[config.mk]
export PLATFORM = sky130hd
export DESIGN_NAME = touch_slot_tracker_scaler_flat
export DESIGN_NICKNAME = d
export VERILOG_FILES = /design/src/rtl/core/tst_pkg.sv /design/src/rtl/core/tst_if.sv /design/src/rtl/core/tst_div.sv /design/src/rtl/core/tst_front.sv /design/src/rtl/core/tst_back.sv /design/src/rtl/core/touch_slot_tracker_scaler.sv /design/src/flat_wrapper.sv
export SDC_FILE = /design/constraint.sdc
export NUM_CORES = 2
export LEC_CHECK = 0
export ABC_AREA = 0
export BUFFER_PORTS_ARGS = -buffer_cell sky130_fd_sc_hd__buf_2
export CORE_UTILIZATION = 25
export CTS_CLUSTER_SIZE = 40
export DETAILED_ROUTE_END_ITERATION = 8
export GPL_TIMING_DRIVEN = 1
export PLACE_DENSITY_LB_ADDON = 0.2
export SYNTH_ARGS = -nofsm -noshare
export SYNTH_HDL_FRONTEND = slang
export SYNTH_HIERARCHICAL = 1
export SYNTH_SLANG_ARGS = --single-unit
export TNS_END_PERCENT = 30
[constraint.sdc]
create_clock -name clock -period 15.8 [get_ports clock]
set_clock_uncertainty 0.05 [all_clocks]
set_input_delay 3.16 -clock clock [delete_from_list [all_inputs] [get_ports clock]]
set_output_delay 3.16 -clock clock [all_outputs]
set_load 0.01 [all_outputs]
[src/rtl/core/tst_pkg.sv]
// ----------------------------------------------------------------------------
// tst_pkg
// Shared types and constants for the touch slot tracker and scaler.
// ----------------------------------------------------------------------------
package tst_pkg;

   localparam logic [4:0] KIND_SYNC = 5'd0;
   localparam logic [4:0] KIND_KEY  = 5'd1;
   localparam logic [4:0] KIND_ABS  = 5'd3;

   localparam logic [9:0] CODE_REPORT    = 10'd0;
   localparam logic [9:0] CODE_ABS_X     = 10'd0;
   localparam logic [9:0] CODE_ABS_Y     = 10'd1;
   localparam logic [9:0] CODE_SLOT      = 10'h2f;
   localparam logic [9:0] CODE_MT_X      = 10'h35;
   localparam logic [9:0] CODE_MT_Y      = 10'h36;
   localparam logic [9:0] CODE_TRACK     = 10'h39;
   localparam logic [9:0] CODE_TOUCH_KEY = 10'd330;

   localparam logic [2:0] REG_MIN_X  = 3'd0;
   localparam logic [2:0] REG_MAX_X  = 3'd1;
   localparam logic [2:0] REG_MIN_Y  = 3'd2;
   localparam logic [2:0] REG_MAX_Y  = 3'd3;
   localparam logic [2:0] REG_VIEW_W = 3'd4;
   localparam logic [2:0] REG_VIEW_H = 3'd5;
   localparam logic [2:0] REG_MODE   = 3'd6;
   localparam logic [2:0] REG_SLOTS  = 3'd7;

   // command operations handed from front to back
   localparam logic [2:0] OP_NONE  = 3'd0;
   localparam logic [2:0] OP_TRACK = 3'd1;
   localparam logic [2:0] OP_X     = 3'd2;
   localparam logic [2:0] OP_Y     = 3'd3;
   localparam logic [2:0] OP_SYNC  = 3'd4;

   // classified command handed from front to back
   typedef struct packed {
      logic              sync;     // sync report: walk slots
      logic signed [15:0] x;
      logic signed [15:0] y;
      logic              active;
   } cmd_type;

   typedef struct packed {
      logic signed [15:0] min_x;
      logic signed [15:0] max_x;
      logic signed [15:0] min_y;
      logic signed [15:0] max_y;
      logic        [12:0] view_w;
      logic        [12:0] view_h;
      logic        [3:0]  mode;
      logic        [4:0]  slots;
   } cfg_type;

   typedef struct packed {
      logic              point_valid;
      logic [3:0]        slot_index;
      logic signed [15:0] disp_x;
      logic signed [15:0] disp_y;
      logic              last_point;
   } rsp_type;

   function automatic logic signed [15:0] sat16_32(input logic signed [31:0] v);
      if (v > 32'sd32767) return 16'sh7fff;
      if (v < -32'sd32768) return -16'sh8000;
      return v[15:0];
   endfunction

endpackage

[src/rtl/core/tst_if.sv]
// ----------------------------------------------------------------------------
// tst_req_if / tst_rsp_if
// Valid/ready channels for raw events and reported points.
// ----------------------------------------------------------------------------
interface tst_req_if;
   logic              valid;
   logic              ready;
   logic [4:0]        kind;
   logic [9:0]        event_code;
   logic signed [31:0] event_value;
   modport source (output valid, kind, event_code, event_value, input ready);
   modport sink   (input valid, kind, event_code, event_value, output ready);
endinterface

interface tst_rsp_if;
   logic              valid;
   logic              ready;
   logic              point_valid;
   logic [3:0]        slot_index;
   logic signed [15:0] disp_x;
   logic signed [15:0] disp_y;
   logic              last_point;
   modport source (output valid, point_valid, slot_index, disp_x, disp_y, last_point,
                   input ready);
   modport sink   (input valid, point_valid, slot_index, disp_x, disp_y, last_point,
                   output ready);
endinterface

[src/rtl/core/tst_div.sv]
// ----------------------------------------------------------------------------
// tst_div
// Restoring signed divider, one quotient bit per cycle, truncating.
// ----------------------------------------------------------------------------
module tst_div (
   input  logic               clock,
   input  logic               reset,
   input  logic               start,
   input  logic signed [31:0] num,
   input  logic signed [17:0] den,
   output logic               done,
   output logic signed [31:0] quo
);
   logic [31:0] n_ff, n_in;
   logic [31:0] r_ff, r_in;
   logic [16:0] d_ff, d_in;
   logic        neg_ff, neg_in;
   logic [5:0]  cnt_ff, cnt_in;
   logic        busy_ff, busy_in;
   logic        fin_ff;
   logic [32:0] trial;

   always_comb begin
      n_in = n_ff; r_in = r_ff; d_in = d_ff; neg_in = neg_ff;
      cnt_in = cnt_ff; busy_in = busy_ff;
      trial = {r_ff, n_ff[31]} - {16'd0, d_ff};
      if (start) begin
         n_in    = num[31] ? 32'(-num) : num;
         d_in    = den[17] ? 17'(-den) : den[16:0];
         neg_in  = num[31] ^ den[17];
         r_in    = '0;
         cnt_in  = 6'd32;
         busy_in = 1'b1;
      end else if (busy_ff) begin
         if (!trial[32]) begin
            r_in = trial[31:0];
            n_in = {n_ff[30:0], 1'b1};
         end else begin
            r_in = {r_ff[30:0], n_ff[31]};
            n_in = {n_ff[30:0], 1'b0};
         end
         cnt_in = cnt_ff - 6'd1;
         if (cnt_ff == 6'd1) busy_in = 1'b0;
      end
   end

   always_ff @(posedge clock) begin
      n_ff <= n_in; r_ff <= r_in; d_ff <= d_in; neg_ff <= neg_in;
      if (reset) begin
         cnt_ff <= '0; busy_ff <= 1'b0; fin_ff <= 1'b0;
      end else begin
         cnt_ff <= cnt_in; busy_ff <= busy_in;
         // a restart on the final step drops the old result
         fin_ff <= busy_ff && cnt_ff == 6'd1 && !start;
      end
   end

   assign quo = neg_ff ? -$signed(n_ff) : $signed(n_ff);
   assign done = fin_ff;
endmodule

[src/rtl/core/tst_front.sv]
// ----------------------------------------------------------------------------
// tst_front
// Decodes raw events, keeps current slot, emits classified commands.
// ----------------------------------------------------------------------------
module tst_front #(
   parameter int MAX_SLOTS = 16
) (
   input  logic               clock,
   input  logic               reset,
   tst_req_if.sink            req,
   input  tst_pkg::cfg_type   cfg,
   output logic               cmd_valid,
   input  logic               cmd_ready,
   output tst_pkg::cmd_type   cmd,
   output logic [$clog2(MAX_SLOTS+1)-1:0] cmd_slot,
   output logic [2:0]         cmd_op
);
   import tst_pkg::*;
   localparam int SW = $clog2(MAX_SLOTS+1);

   logic [SW-1:0] cur_ff, cur_in, n, w;
   logic multi;
   logic signed [31:0] v;

   always_comb begin
      multi = cfg.mode[3];
      if (cfg.slots == 5'd0) n = SW'(1);
      else if (32'(cfg.slots) > MAX_SLOTS) n = SW'(MAX_SLOTS);
      else n = SW'(cfg.slots);
      w = (cur_ff < n) ? cur_ff : n - SW'(1);
      v = req.event_value;
      cur_in = cur_ff;
      cmd_op = OP_NONE;
      cmd_slot = w;
      cmd.sync = 1'b0;
      cmd.x = sat16_32(v);
      cmd.y = sat16_32(v);
      cmd.active = !v[31];
      if (req.kind == KIND_ABS) begin
         if (multi) begin
            if (req.event_code == CODE_SLOT) begin
               if (v[31]) cur_in = '0;
               else if ($unsigned(v) > 32'(n - SW'(1))) cur_in = n - SW'(1);
               else cur_in = SW'(v);
            end else if (req.event_code == CODE_TRACK) cmd_op = OP_TRACK;
            else if (req.event_code == CODE_MT_X) cmd_op = OP_X;
            else if (req.event_code == CODE_MT_Y) cmd_op = OP_Y;
         end else begin
            cmd_slot = '0;
            if (req.event_code == CODE_ABS_X) cmd_op = OP_X;
            else if (req.event_code == CODE_ABS_Y) cmd_op = OP_Y;
         end
      end else if (req.kind == KIND_KEY) begin
         cmd_slot = '0;
         cmd.active = v != 32'sd0;
         if (!multi && req.event_code == CODE_TOUCH_KEY) cmd_op = OP_TRACK;
      end else if (req.kind == KIND_SYNC && req.event_code == CODE_REPORT) begin
         cmd_op = OP_SYNC;
         cmd.sync = 1'b1;
      end
   end

   assign cmd_valid = req.valid && cmd_op != OP_NONE;
   assign req.ready = cmd_ready || cmd_op == OP_NONE;

   always_ff @(posedge clock) begin
      if (reset) cur_ff <= '0;
      else if (req.valid && req.ready) cur_ff <= cur_in;
   end
endmodule

[src/rtl/core/tst_back.sv]
// ----------------------------------------------------------------------------
// tst_back
// Slot store and sync walk: swap, scale by division, mirror, saturate.
// ----------------------------------------------------------------------------
module tst_back #(
   parameter int MAX_SLOTS = 16
) (
   input  logic               clock,
   input  logic               reset,
   input  tst_pkg::cfg_type   cfg,
   input  logic               q_valid,
   output logic               q_ready,
   input  logic [2:0]         q_op,
   input  logic [$clog2(MAX_SLOTS+1)-1:0] q_slot,
   input  tst_pkg::cmd_type   q_cmd,
   tst_rsp_if.source          rsp
);
   import tst_pkg::*;
   localparam int SW = $clog2(MAX_SLOTS+1);
   localparam int IW = $clog2(MAX_SLOTS > 1 ? MAX_SLOTS : 2);

   typedef enum logic [5:0] {
      S_IDLE = 6'b000001, S_SCAN = 6'b000010, S_DIVX = 6'b000100,
      S_DIVY = 6'b001000, S_EMIT = 6'b010000, S_LAST = 6'b100000
   } state_type;

   state_type st_ff, st_in;
   logic [MAX_SLOTS-1:0] act_ff;
   logic signed [15:0] rx_ff [MAX_SLOTS];
   logic signed [15:0] ry_ff [MAX_SLOTS];
   logic [SW-1:0] s_ff, s_in, n;
   logic any_ff, any_in;
   logic signed [31:0] px_ff, py_ff;
   logic [SW-1:0] lastv;
   rsp_type o_ff, o_in;
   logic ov_ff, ov_in;

   // divider
   logic dstart, ddone;
   logic signed [31:0] dnum, dquo;
   logic signed [17:0] dden;
   tst_div u_div (.clock, .reset, .start(dstart), .num(dnum), .den(dden),
                  .done(ddone), .quo(dquo));

   logic swap;
   logic signed [16:0] ax, ay, lx, hx, ly, hy, lo, hi, vv;
   logic [12:0] sz;
   logic scaled_x, scaled_y;
   logic signed [31:0] prod, mir;
   logic signed [31:0] res_x, res_y;
   logic [SW-1:0] si;
   logic [IW-1:0] ri, wi;

   always_comb begin
      if (cfg.slots == 5'd0) n = SW'(1);
      else if (32'(cfg.slots) > MAX_SLOTS) n = SW'(MAX_SLOTS);
      else n = SW'(cfg.slots);
      si = (s_ff < SW'(MAX_SLOTS)) ? s_ff : '0;
      ri = si[IW-1:0];
      wi = q_slot[IW-1:0];
      swap = cfg.mode[0];
      ax = swap ? 17'(ry_ff[ri]) : 17'(rx_ff[ri]);
      ay = swap ? 17'(rx_ff[ri]) : 17'(ry_ff[ri]);
      lx = swap ? 17'(cfg.min_y) : 17'(cfg.min_x);
      hx = swap ? 17'(cfg.max_y) : 17'(cfg.max_x);
      ly = swap ? 17'(cfg.min_x) : 17'(cfg.min_y);
      hy = swap ? 17'(cfg.max_x) : 17'(cfg.max_y);
      scaled_x = hx > lx;
      scaled_y = hy > ly;
      // y division is launched on the cycle the x result lands
      if (st_ff == S_DIVX) begin
         lo = ly; hi = hy; vv = ay; sz = cfg.view_h;
      end else begin
         lo = lx; hi = hx; vv = ax; sz = cfg.view_w;
      end
      prod = 32'(18'(vv) - 18'(lo)) * $signed({1'b0, sz} - 14'sd1);
      dnum = prod;
      dden = 18'(hi) - 18'(lo);
      mir = 32'($signed({1'b0, cfg.view_w})) - 32'sd1;
      res_x = scaled_x ? dquo : 32'(ax);
      res_y = scaled_y ? dquo : 32'(ay);
   end

   assign q_ready = st_ff == S_IDLE && (!ov_ff || rsp.ready || !q_cmd.sync);

   always_comb begin
      st_in = st_ff; s_in = s_ff; any_in = any_ff; dstart = 1'b0;
      o_in = o_ff; ov_in = ov_ff && !rsp.ready;
      case (st_ff)
         S_IDLE: if (q_valid && q_ready && q_cmd.sync) begin
            st_in = S_SCAN; s_in = '0; any_in = 1'b0;
         end
         S_SCAN: begin
            if (s_ff >= n) begin
               if (!any_ff) st_in = S_LAST;
               else st_in = S_IDLE;
            end else if (act_ff[ri]) begin
               st_in = S_DIVX; dstart = 1'b1;
            end else s_in = s_ff + SW'(1);
         end
         S_DIVX: if (ddone || !scaled_x) begin
            st_in = S_DIVY; dstart = 1'b1;
         end
         S_DIVY: if (ddone || !scaled_y) st_in = S_EMIT;
         S_EMIT: if (!ov_in) begin
            o_in.point_valid = 1'b1;
            o_in.slot_index = 4'(s_ff);
            o_in.disp_x = sat16_32(cfg.mode[1] ? mir - px_ff : px_ff);
            o_in.disp_y = sat16_32(cfg.mode[2] ? 32'($signed({1'b0, cfg.view_h})) - 32'sd1
                                               - py_ff : py_ff);
            o_in.last_point = lastv == s_ff;
            ov_in = 1'b1; any_in = 1'b1;
            s_in = s_ff + SW'(1);
            st_in = (lastv == s_ff) ? S_IDLE : S_SCAN;
         end
         S_LAST: if (!ov_in) begin
            o_in = '0; o_in.last_point = 1'b1; ov_in = 1'b1; st_in = S_IDLE;
         end
         default: st_in = S_IDLE;
      endcase
   end

   // highest active slot below n
   always_comb begin
      lastv = '0;
      for (int i = 0; i < MAX_SLOTS; i++)
         if (act_ff[i] && SW'(i) < n) lastv = SW'(i);
   end

   always_ff @(posedge clock) begin
      if (st_ff == S_DIVX && (ddone || !scaled_x)) px_ff <= res_x;
      if (st_ff == S_DIVY && (ddone || !scaled_y)) py_ff <= res_y;
      o_ff <= o_in;
      if (reset) begin
         st_ff <= S_IDLE; s_ff <= '0; any_ff <= 1'b0; ov_ff <= 1'b0; act_ff <= '0;
         for (int i = 0; i < MAX_SLOTS; i++) begin
            rx_ff[i] <= '0; ry_ff[i] <= '0;
         end
      end else begin
         st_ff <= st_in; s_ff <= s_in; any_ff <= any_in; ov_ff <= ov_in;
         if (q_valid && q_ready && !q_cmd.sync) begin
            if (q_op == OP_X) rx_ff[wi] <= q_cmd.x;
            if (q_op == OP_Y) ry_ff[wi] <= q_cmd.y;
            if (q_op == OP_TRACK) act_ff[wi] <= q_cmd.active;
         end
      end
   end

   assign rsp.valid = ov_ff;
   assign rsp.point_valid = o_ff.point_valid;
   assign rsp.slot_index = o_ff.slot_index;
   assign rsp.disp_x = o_ff.disp_x;
   assign rsp.disp_y = o_ff.disp_y;
   assign rsp.last_point = o_ff.last_point;
endmodule

[src/rtl/core/touch_slot_tracker_scaler.sv]
// ----------------------------------------------------------------------------
// touch_slot_tracker_scaler
// Multi-touch slot tracker with linear scaling to display coordinates.
// ----------------------------------------------------------------------------
//  channel  dir  handshake       payload
//  req      in   valid/ready     kind, event_code, event_value
//  rsp      out  valid/ready     point_valid, slot_index, disp_x, disp_y, last_point
//  csr      in   write enable    index, 16-bit data
//
// A request that maps to a command enters the two-entry queue on its accept edge and
// is applied by the back end once it is at the head and the back end is idle. A sync
// report walks slots_in_use slots; each active slot waits on the shared 32-step
// divider for x and then for y, unless that axis's range does not scale, and an
// empty frame ends with a marker. Reset is synchronous and clears all slot state
// at once; rsp stalls hold the walk, the queue keeps req.
module touch_slot_tracker_scaler #(
   parameter int MAX_SLOTS = 16
) (
   input  logic        clock,
   input  logic        reset,
   tst_req_if.sink     req,
   tst_rsp_if.source   rsp,
   input  logic        csr_we,
   input  logic [2:0]  csr_index,
   input  logic [15:0] csr_wdata
);
   import tst_pkg::*;
   localparam int SW = $clog2(MAX_SLOTS+1);
   localparam int QW = 3 + SW + $bits(cmd_type);

   cfg_type cfg_ff;
   always_ff @(posedge clock) begin
      if (reset) begin
         cfg_ff.min_x <= 16'sd0; cfg_ff.max_x <= 16'sd4095;
         cfg_ff.min_y <= 16'sd0; cfg_ff.max_y <= 16'sd4095;
         cfg_ff.view_w <= 13'd1024; cfg_ff.view_h <= 13'd768;
         cfg_ff.mode <= 4'd8; cfg_ff.slots <= 5'd1;
      end else if (csr_we) begin
         case (csr_index)
            REG_MIN_X:  cfg_ff.min_x <= csr_wdata;
            REG_MAX_X:  cfg_ff.max_x <= csr_wdata;
            REG_MIN_Y:  cfg_ff.min_y <= csr_wdata;
            REG_MAX_Y:  cfg_ff.max_y <= csr_wdata;
            REG_VIEW_W: cfg_ff.view_w <= csr_wdata[12:0];
            REG_VIEW_H: cfg_ff.view_h <= csr_wdata[12:0];
            REG_MODE:   cfg_ff.mode <= csr_wdata[3:0];
            REG_SLOTS:  cfg_ff.slots <= csr_wdata[4:0];
            default: ;
         endcase
      end
   end

   logic f_valid, f_ready;
   cmd_type f_cmd;
   logic [SW-1:0] f_slot;
   logic [2:0] f_op;

   tst_front #(.MAX_SLOTS(MAX_SLOTS)) u_front (
      .clock, .reset, .req, .cfg(cfg_ff), .cmd_valid(f_valid), .cmd_ready(f_ready),
      .cmd(f_cmd), .cmd_slot(f_slot), .cmd_op(f_op));

   // two-entry queue
   logic [QW-1:0] q_ff [2];
   logic [1:0] cnt_ff;
   logic rd_ff, wr_ff;
   logic b_valid, b_ready;
   logic [QW-1:0] head;
   cmd_type b_cmd;
   logic [SW-1:0] b_slot;
   logic [2:0] b_op;

   assign f_ready = cnt_ff != 2'd2;
   assign b_valid = cnt_ff != 2'd0;
   assign head = q_ff[rd_ff];
   assign {b_op, b_slot, b_cmd} = head;

   always_ff @(posedge clock) begin
      if (f_valid && f_ready) q_ff[wr_ff] <= {f_op, f_slot, f_cmd};
      if (reset) begin
         cnt_ff <= '0; rd_ff <= 1'b0; wr_ff <= 1'b0;
      end else begin
         if (f_valid && f_ready) wr_ff <= !wr_ff;
         if (b_valid && b_ready) rd_ff <= !rd_ff;
         cnt_ff <= cnt_ff + 2'(f_valid && f_ready) - 2'(b_valid && b_ready);
      end
   end

   tst_back #(.MAX_SLOTS(MAX_SLOTS)) u_back (
      .clock, .reset, .cfg(cfg_ff), .q_valid(b_valid), .q_ready(b_ready),
      .q_op(b_op), .q_slot(b_slot), .q_cmd(b_cmd), .rsp);
endmodule

[src/flat_wrapper.sv]
// flat-port wrapper written by rule: the top's interface ports become plain ports
module touch_slot_tracker_scaler_flat import tst_pkg::*;
#(
   parameter int MAX_SLOTS = 16
)
  (clock, reset, csr_we, csr_index, csr_wdata, req_valid, req_kind, req_event_code, req_event_value, req_ready, rsp_valid, rsp_point_valid, rsp_slot_index, rsp_disp_x, rsp_disp_y, rsp_last_point, rsp_ready);
  tst_req_if req_i ();
  tst_rsp_if rsp_i ();
  input  logic clock;
  input  logic reset;
  input  logic csr_we;
  input  logic [2:0] csr_index;
  input  logic [15:0] csr_wdata;
  input wire logic [$bits(req_i.valid)-1:0] req_valid;
  input wire logic [$bits(req_i.kind)-1:0] req_kind;
  input wire logic [$bits(req_i.event_code)-1:0] req_event_code;
  input wire logic [$bits(req_i.event_value)-1:0] req_event_value;
  output wire logic [$bits(req_i.ready)-1:0] req_ready;
  output wire logic [$bits(rsp_i.valid)-1:0] rsp_valid;
  output wire logic [$bits(rsp_i.point_valid)-1:0] rsp_point_valid;
  output wire logic [$bits(rsp_i.slot_index)-1:0] rsp_slot_index;
  output wire logic [$bits(rsp_i.disp_x)-1:0] rsp_disp_x;
  output wire logic [$bits(rsp_i.disp_y)-1:0] rsp_disp_y;
  output wire logic [$bits(rsp_i.last_point)-1:0] rsp_last_point;
  input wire logic [$bits(rsp_i.ready)-1:0] rsp_ready;
  assign req_i.valid = req_valid;
  assign req_i.kind = req_kind;
  assign req_i.event_code = req_event_code;
  assign req_i.event_value = req_event_value;
  assign req_ready = req_i.ready;
  assign rsp_valid = rsp_i.valid;
  assign rsp_point_valid = rsp_i.point_valid;
  assign rsp_slot_index = rsp_i.slot_index;
  assign rsp_disp_x = rsp_i.disp_x;
  assign rsp_disp_y = rsp_i.disp_y;
  assign rsp_last_point = rsp_i.last_point;
  assign rsp_i.ready = rsp_ready;
  touch_slot_tracker_scaler #(.MAX_SLOTS(MAX_SLOTS)) u_core (.clock(clock), .reset(reset), .req(req_i), .rsp(rsp_i), .csr_we(csr_we), .csr_index(csr_index), .csr_wdata(csr_wdata));
endmodule
; ---- Word level (Yosys, flattened, before mapping)
; Memory sizes are Yosys's and may differ from the RTL's. A register that Yosys moved wholly into a read port is not among the register bits.
; Cells that the tools add are included.
[totals]
memories = 3
mem_bits_ro = 0
input_bits = 71
wordCells = 341
register_bits = 329
latch_bits = 0
out_inout_bits = 40
ramBits = 596
[classes]
n_eq_ne = 35
shifts = 0
magnitude_cmp = 31
n_addsub = 17
bitwise = 1
div = 0
mul = 1
n_reduce_logical = 75
n_mux = 146
[mem_list]
columns = memory, depth, word_bits, read_ports, rd_clocked_by_memory_dff, write_ports, line_no
row1 = u_core.u_back.rx_ff, 16, 16, 1, 0, 16, tst_back.sv:29  ; logic signed [15:0] rx_ff [MAX_SLOTS];
row2 = u_core.u_back.ry_ff, 16, 16, 1, 0, 16, tst_back.sv:30  ; logic signed [15:0] ry_ff [MAX_SLOTS];
row3 = u_core.q_ff, 2, 42, 1, 1, 1, touch_slot_tracker_scaler.sv:63  ; logic [QW-1:0] q_ff [2];
[op_table]
columns = operator, count
row1 = 32-bit two-way mux, 9
row2 = 16-bit two-way mux, 14
row3 = 17-bit two-way mux, 10
row4 = 5-bit two-way mux, 26
row5 = 32-bit by 16-bit > comparator with 1-bit output (second input constant), 3
row6 = 32-bit by 16-bit less-than comparator with 1-bit output (second input constant), 3
row7 = 38-bit two-way mux, 2
row8 = 38-bit one-hot mux with 2 select lines, 1
row9 = 32-bit negator, 2
row10 = 14-bit by 32-bit subtractor with 32-bit output, 2
row11 = 6-bit two-way mux, 10
row12 = 1-bit two-way mux, 52
row13 = 13-bit by 1-bit subtractor with 14-bit output (second input constant), 3
row14 = 10-bit by 6-bit == test with 1-bit output (second input constant), 4
row15 = 4-bit by 5-bit less-than comparator with 1-bit output (first input constant), 8
row16 = 6-bit one-hot mux with 6 select lines, 1
row17 = 17-bit by 17-bit subtractor with 18-bit output, 2
row18 = 17-bit > comparator, 2
row19 = 33-bit by 17-bit subtractor with 33-bit output, 1
row20 = 32-bit > comparator, 1
row21 = 18-bit by 14-bit multiplier with 32-bit output, 1
row22 = 32-bit nonzero test, 1
row23 = 16-bit OR reduction, 2
row24 = 1-bit logical AND, 30
row25 = other kinds (56), 116

; ---- Depth between registers and ports, before layout
[logic_depth]
depth_word = 24
depth_mapped = 50
mapped_depth_nobuf = 46

; ---- Cells and area by module
; The synthesis kept the hierarchy.
[modules_own_cells]
columns = mod, area_per_inst_um2, n_inst, cells_per_inst, seq_area_each_um2
row1 = tst_back, 48074.9, 1, 4730, 19018.2
row2 = touch_slot_tracker_scaler, 6891.6, 1, 578, 4604.4
row3 = tst_div, 6239.7, 1, 717, 2302.2
row4 = tst_front, 1838.0, 1, 257, 100.1

; ---- Worst setup path after synthesis
; No wires, ideal clock.
[synth_path]
path_type = register -> register
start = register u_core.u_back.s_ff[0]
end = register u_core.u_back.u_div.n_ff[30], data pin
setup_ps = 270
t_required_ps = 15480
arrival_time_ps = 11486
stages_incl_launch_ff = 46
synth_period_minus_slack_ps = 11806
slack_ps = 3994
n_path_buf = 4
path_cell_list = dfxtp_1 buf_1 clkbuf_1 clkbuf_1 clkbuf_1 mux2i_1 a221oi_1 nor3_1 a31oi_1 mux2_2 fa_1 a21o_1 a21oi_1 o21ai_0 a21o_1 a21o_1 nand4_1 a41oi_1 [... 10 more ...] fa_1 inv_1 fa_1 inv_1 ha_1 a21o_1 a21oi_1 o21a_1 o21ai_0 a211o_1 a41oi_1 nand2b_1 xor2_1 or3_1 or3_1 o41ai_1 xor2_1 a21oi_1
[synth_via]
elab_chain_len = 10
word_cells_on_any_way = 18
classes_between = 2 x add/sub / 1 x mul / 2 x order compare / 11 x mux / 2 x memory
[synth_rtl]
columns = element, line_no
row1 = from (decl), tst_back.sv:31  ; logic [SW-1:0] s_ff, s_in, n;
row2 = from (signal assigned), tst_back.sv:140  ; st_ff <= st_in; s_ff <= s_in; any_ff <= any_in; ov_ff <= ov_in;
row3 = 5-bit less-than comparator, tst_back.sv:58  ; si = (s_ff < SW'(MAX_SLOTS)) ? s_ff : '0;
row4 = 4-bit two-way mux *, tst_back.sv:58
row5 = "memory read 16 x 16 bit, on equally long branches", n/a
row6 = "17-bit two-way mux, on equally long branches", "tst_back.sv:62, tst_back.sv:63"
row7 = 17-bit two-way mux *, tst_back.sv:71  ; if (st_ff == S_DIVX) begin
row8 = 17-bit by 17-bit subtractor with 18-bit output *, tst_back.sv:76  ; prod = 32'(18'(vv) - 18'(lo)) * $signed({1'b0, sz} - 14'sd1);
row9 = 18-bit by 14-bit multiplier with 32-bit output *, tst_back.sv:76
row10 = net u_core.u_back.dnum[24], tst_back.sv:40  ; logic signed [31:0] dnum, dquo;
row11 = 32-bit negator *, tst_div.sv:28  ; n_in = num[31] ? 32'(-num) : num;
row12 = 32-bit two-way mux *, tst_div.sv:28
row13 = 32-bit two-way mux *, tst_div.sv:27  ; if (start) begin
row14 = net u_core.u_back.u_div.n_in[30], tst_div.sv:14  ; logic [31:0] n_ff, n_in;
row15 = to (signal assigned), tst_div.sv:48  ; n_ff <= n_in; r_ff <= r_in; d_ff <= d_in; neg_ff <= neg_in;
row16 = to (decl), tst_div.sv:14
; Mark *: on every way through the listed nets, which the timed path passes. The rest lies on a longest branch. The select of a mux whose other input is x is not followed.
; A chain may end at the register's enable or synchronous reset.

; ---- Worst setup path after layout
[layout_path]
start = register u_core.u_back.s_ff[1]
end = register u_core.u_back.u_div.n_ff[30], data pin
; The elaborated chain is that of the path after synthesis.

==> summary.md <==
| Metric | Value |
|---|---|
| Outcome | finished clean |
| Crit path max-delay family | adder cells |
| Post-Route WL | 210000 um |
| Largest net degree at the start of global routing | 95 |
| Pre-CTS WS | 2.46 ns |
| Worst Setup End Kind | flip-flop |
| CP peak stage delay | 0.71 ns |
| Synth-to-Final Area Change | 12.8% |
| # H-tree levels | 3 |
| Setup Crit Path Kind | flip-flop to flip-flop |
| Commonest non-fill, non-tap cell in the layout | edfxtp_1 |
| CTS buffer count | 111 |
| Post_cts resized | 0 |
| Std cell rows | 183 |
| Antenna-violating nets left | 0 |
| Setup TNS Final | 0 ns |
| DIE WIDTH | 504 um |
| TritonCTS clock tree | built |
| Tcrit/Tclk final | 0.857 |
| Synth Area per Inst | 10.0 um^2 |
| Initial antenna violation count | 14 |
| Min Tclk post-route | 13.53 ns |
| Average via count per standard cell | 4.81 |
| First-pass GRT wire length | 310000 um |
| Area occupied by multi-input gates | 0.0341 mm^2 |
| # Max-Cap Violations | 0 |
| Fmax | 73.9 MHz |
| Initial DRC count | 3610 |
| Rel. slew slack | 0.134 |
| GRT Overall Usage | 0.161 |
| Layout Nets | 6889 |
| Initial Utilization | 0.252 |
| Number of global-route vias before repair | 46000 |
| Worst-case clock buffer depth | 3 |
| Most frequent cells in the layout | 746 x edfxtp_1, 542 x nand2_1, 527 x and2_1 |
| Fillcell total | 26300 |
| Post-CTS Setup Repair Bufs | 0 |
| Vias | 46800 |
| Hold Slack | 0.418 ns |
| Synth Instances | 6277 |
| Most common cell on crit path | fa_1 |
| Cts hold-fix bufs | 0 |
| Clock latency on the worst-skew pair | 0.77 ns |
| Mapped cell area | 0.0630 mm^2 |
| GRT overflow | 0 |
| Register Area | 0.0260 mm^2 |
| WL per Instance | 21.6 um |
| IO buf count | 110 |
| Arrival time at the worst endpoint | 13.93 ns |
| # DRC | 0 |
| Slew Limit Fails | 0 |
| RSZ-0062 raised after global routing | no |
| CP Data Required Time | 16.19 ns |
| # IOs | 111 |
| Die Ht | 504 um |
| Core box area | 0.250 mm^2 |
| Layout cells sized above 1 | 0.115 |
| DRT Pass-1 Iters | 6 |
| Crit path max-delay cell type | xor2_1 |
| Worst-path fanout max | 32 |
| Count of final setup violators | 0 |
| Clock Sink Count | 924 |
| Setup crit start kind | flip-flop |
| Die area | 0.254 mm^2 |
| CP bufs+invs | 7 |
| Hold Vio Cnt, Final | 0 |
| Ys Warns | 6 |
| RePlAce Congestion | 0.863 |
| Worst Hold Class | flip-flop to flip-flop |
| Final WS setup | 2.27 ns |
| Root buffer selected by CTS | clkbuf_16 |
| Slew @ Worst Pin | 1.29 ns |
| DP HPWL | 156000 um |
| Clock Pin Slew Worst Setup and Hold Paths | 0.06 ns |
registers in the layout, indices dropped and copies added, names as in the netlist, 17 cells and up, named ones only:
name / flops
u_core/u_back/py_ff: 32
u_core/u_back/ry_ff: 256
u_core/cfg_ff: 99
u_core/u_back/u_div/r_ff: 32
u_core/u_back/rx_ff: 256
u_core/u_back/px_ff: 32
u_core/u_back/u_div/d_ff: 17
u_core/q_ff: 82
u_core/u_back/u_div/n_ff: 32
worst register-to-register path, delay by kind of cell (launching register included):
kind | cells | cell delay, ns
AO/OA/AOI/OAI | 18 | 4.00
XOR/XNOR | 3 | 1.07
adder cells (fa/ha/maj) | 9 | 4.03
buffers and inverters | 7 | 1.11
flip-flops | 1 | 0.66
multiplexers | 1 | 0.27
AND/OR/NAND/NOR | 8 | 2.00
per-layer routing:
| metal | vias up | part of all wire | GRT usage |
|---|---|---|---|
| met3 | 218 | 0.043 | 0.0196 |
| met5 | - | 0 | 0 |
| met1 | 23300 | 0.45 | 0.217 |
| li1 | 22100 | - | - |
| met2 | 1186 | 0.48 | 0.272 |
| met4 | 0 | 0.023 | 0.0390 |
cell type report:
type / count / share of cell area
diodes: 7 / 0.000247
flip-flops and latches: 924 / 0.366
inverters: 446 / 0.0236
well taps: 3330 / 0.0587
repair buffers: 230 / 0.0205
multi-input cells: 4586 / 0.480
clock buffers: 141 / 0.0416
clock inverters: 62 / 0.00953
final timing paths:
kind	from	end	slack (ns)	cells past startpoint
worst max-delay path	u_core/u_back/s_ff[1]	u_core/u_back/u_div/n_ff[30]	2.27	46
worst min-delay path	u_core/cfg_ff[49]	u_core/cfg_ff[49]	0.42	2
worst max register to register	u_core/u_back/s_ff[1]	u_core/u_back/u_div/n_ff[30]	2.27	46
worst min register to register	u_core/cfg_ff[49]	u_core/cfg_ff[49]	0.42	2
through the flow:
step	cells	cell area, um^2	utilization
2_1_floorplan	6303	63100	-
3_3_place_gp	9516	67400	0.270
3_5_place_dp	9516	67400	0.270
4_1_cts	9719	71000	0.285
5_1_grt	9721	71000	0.285
6_report	9726	71000	0.285
Power is left out: the tool's default activity adds up to more than one toggle a clock period on the data nets, which glitch-free logic cannot reach.
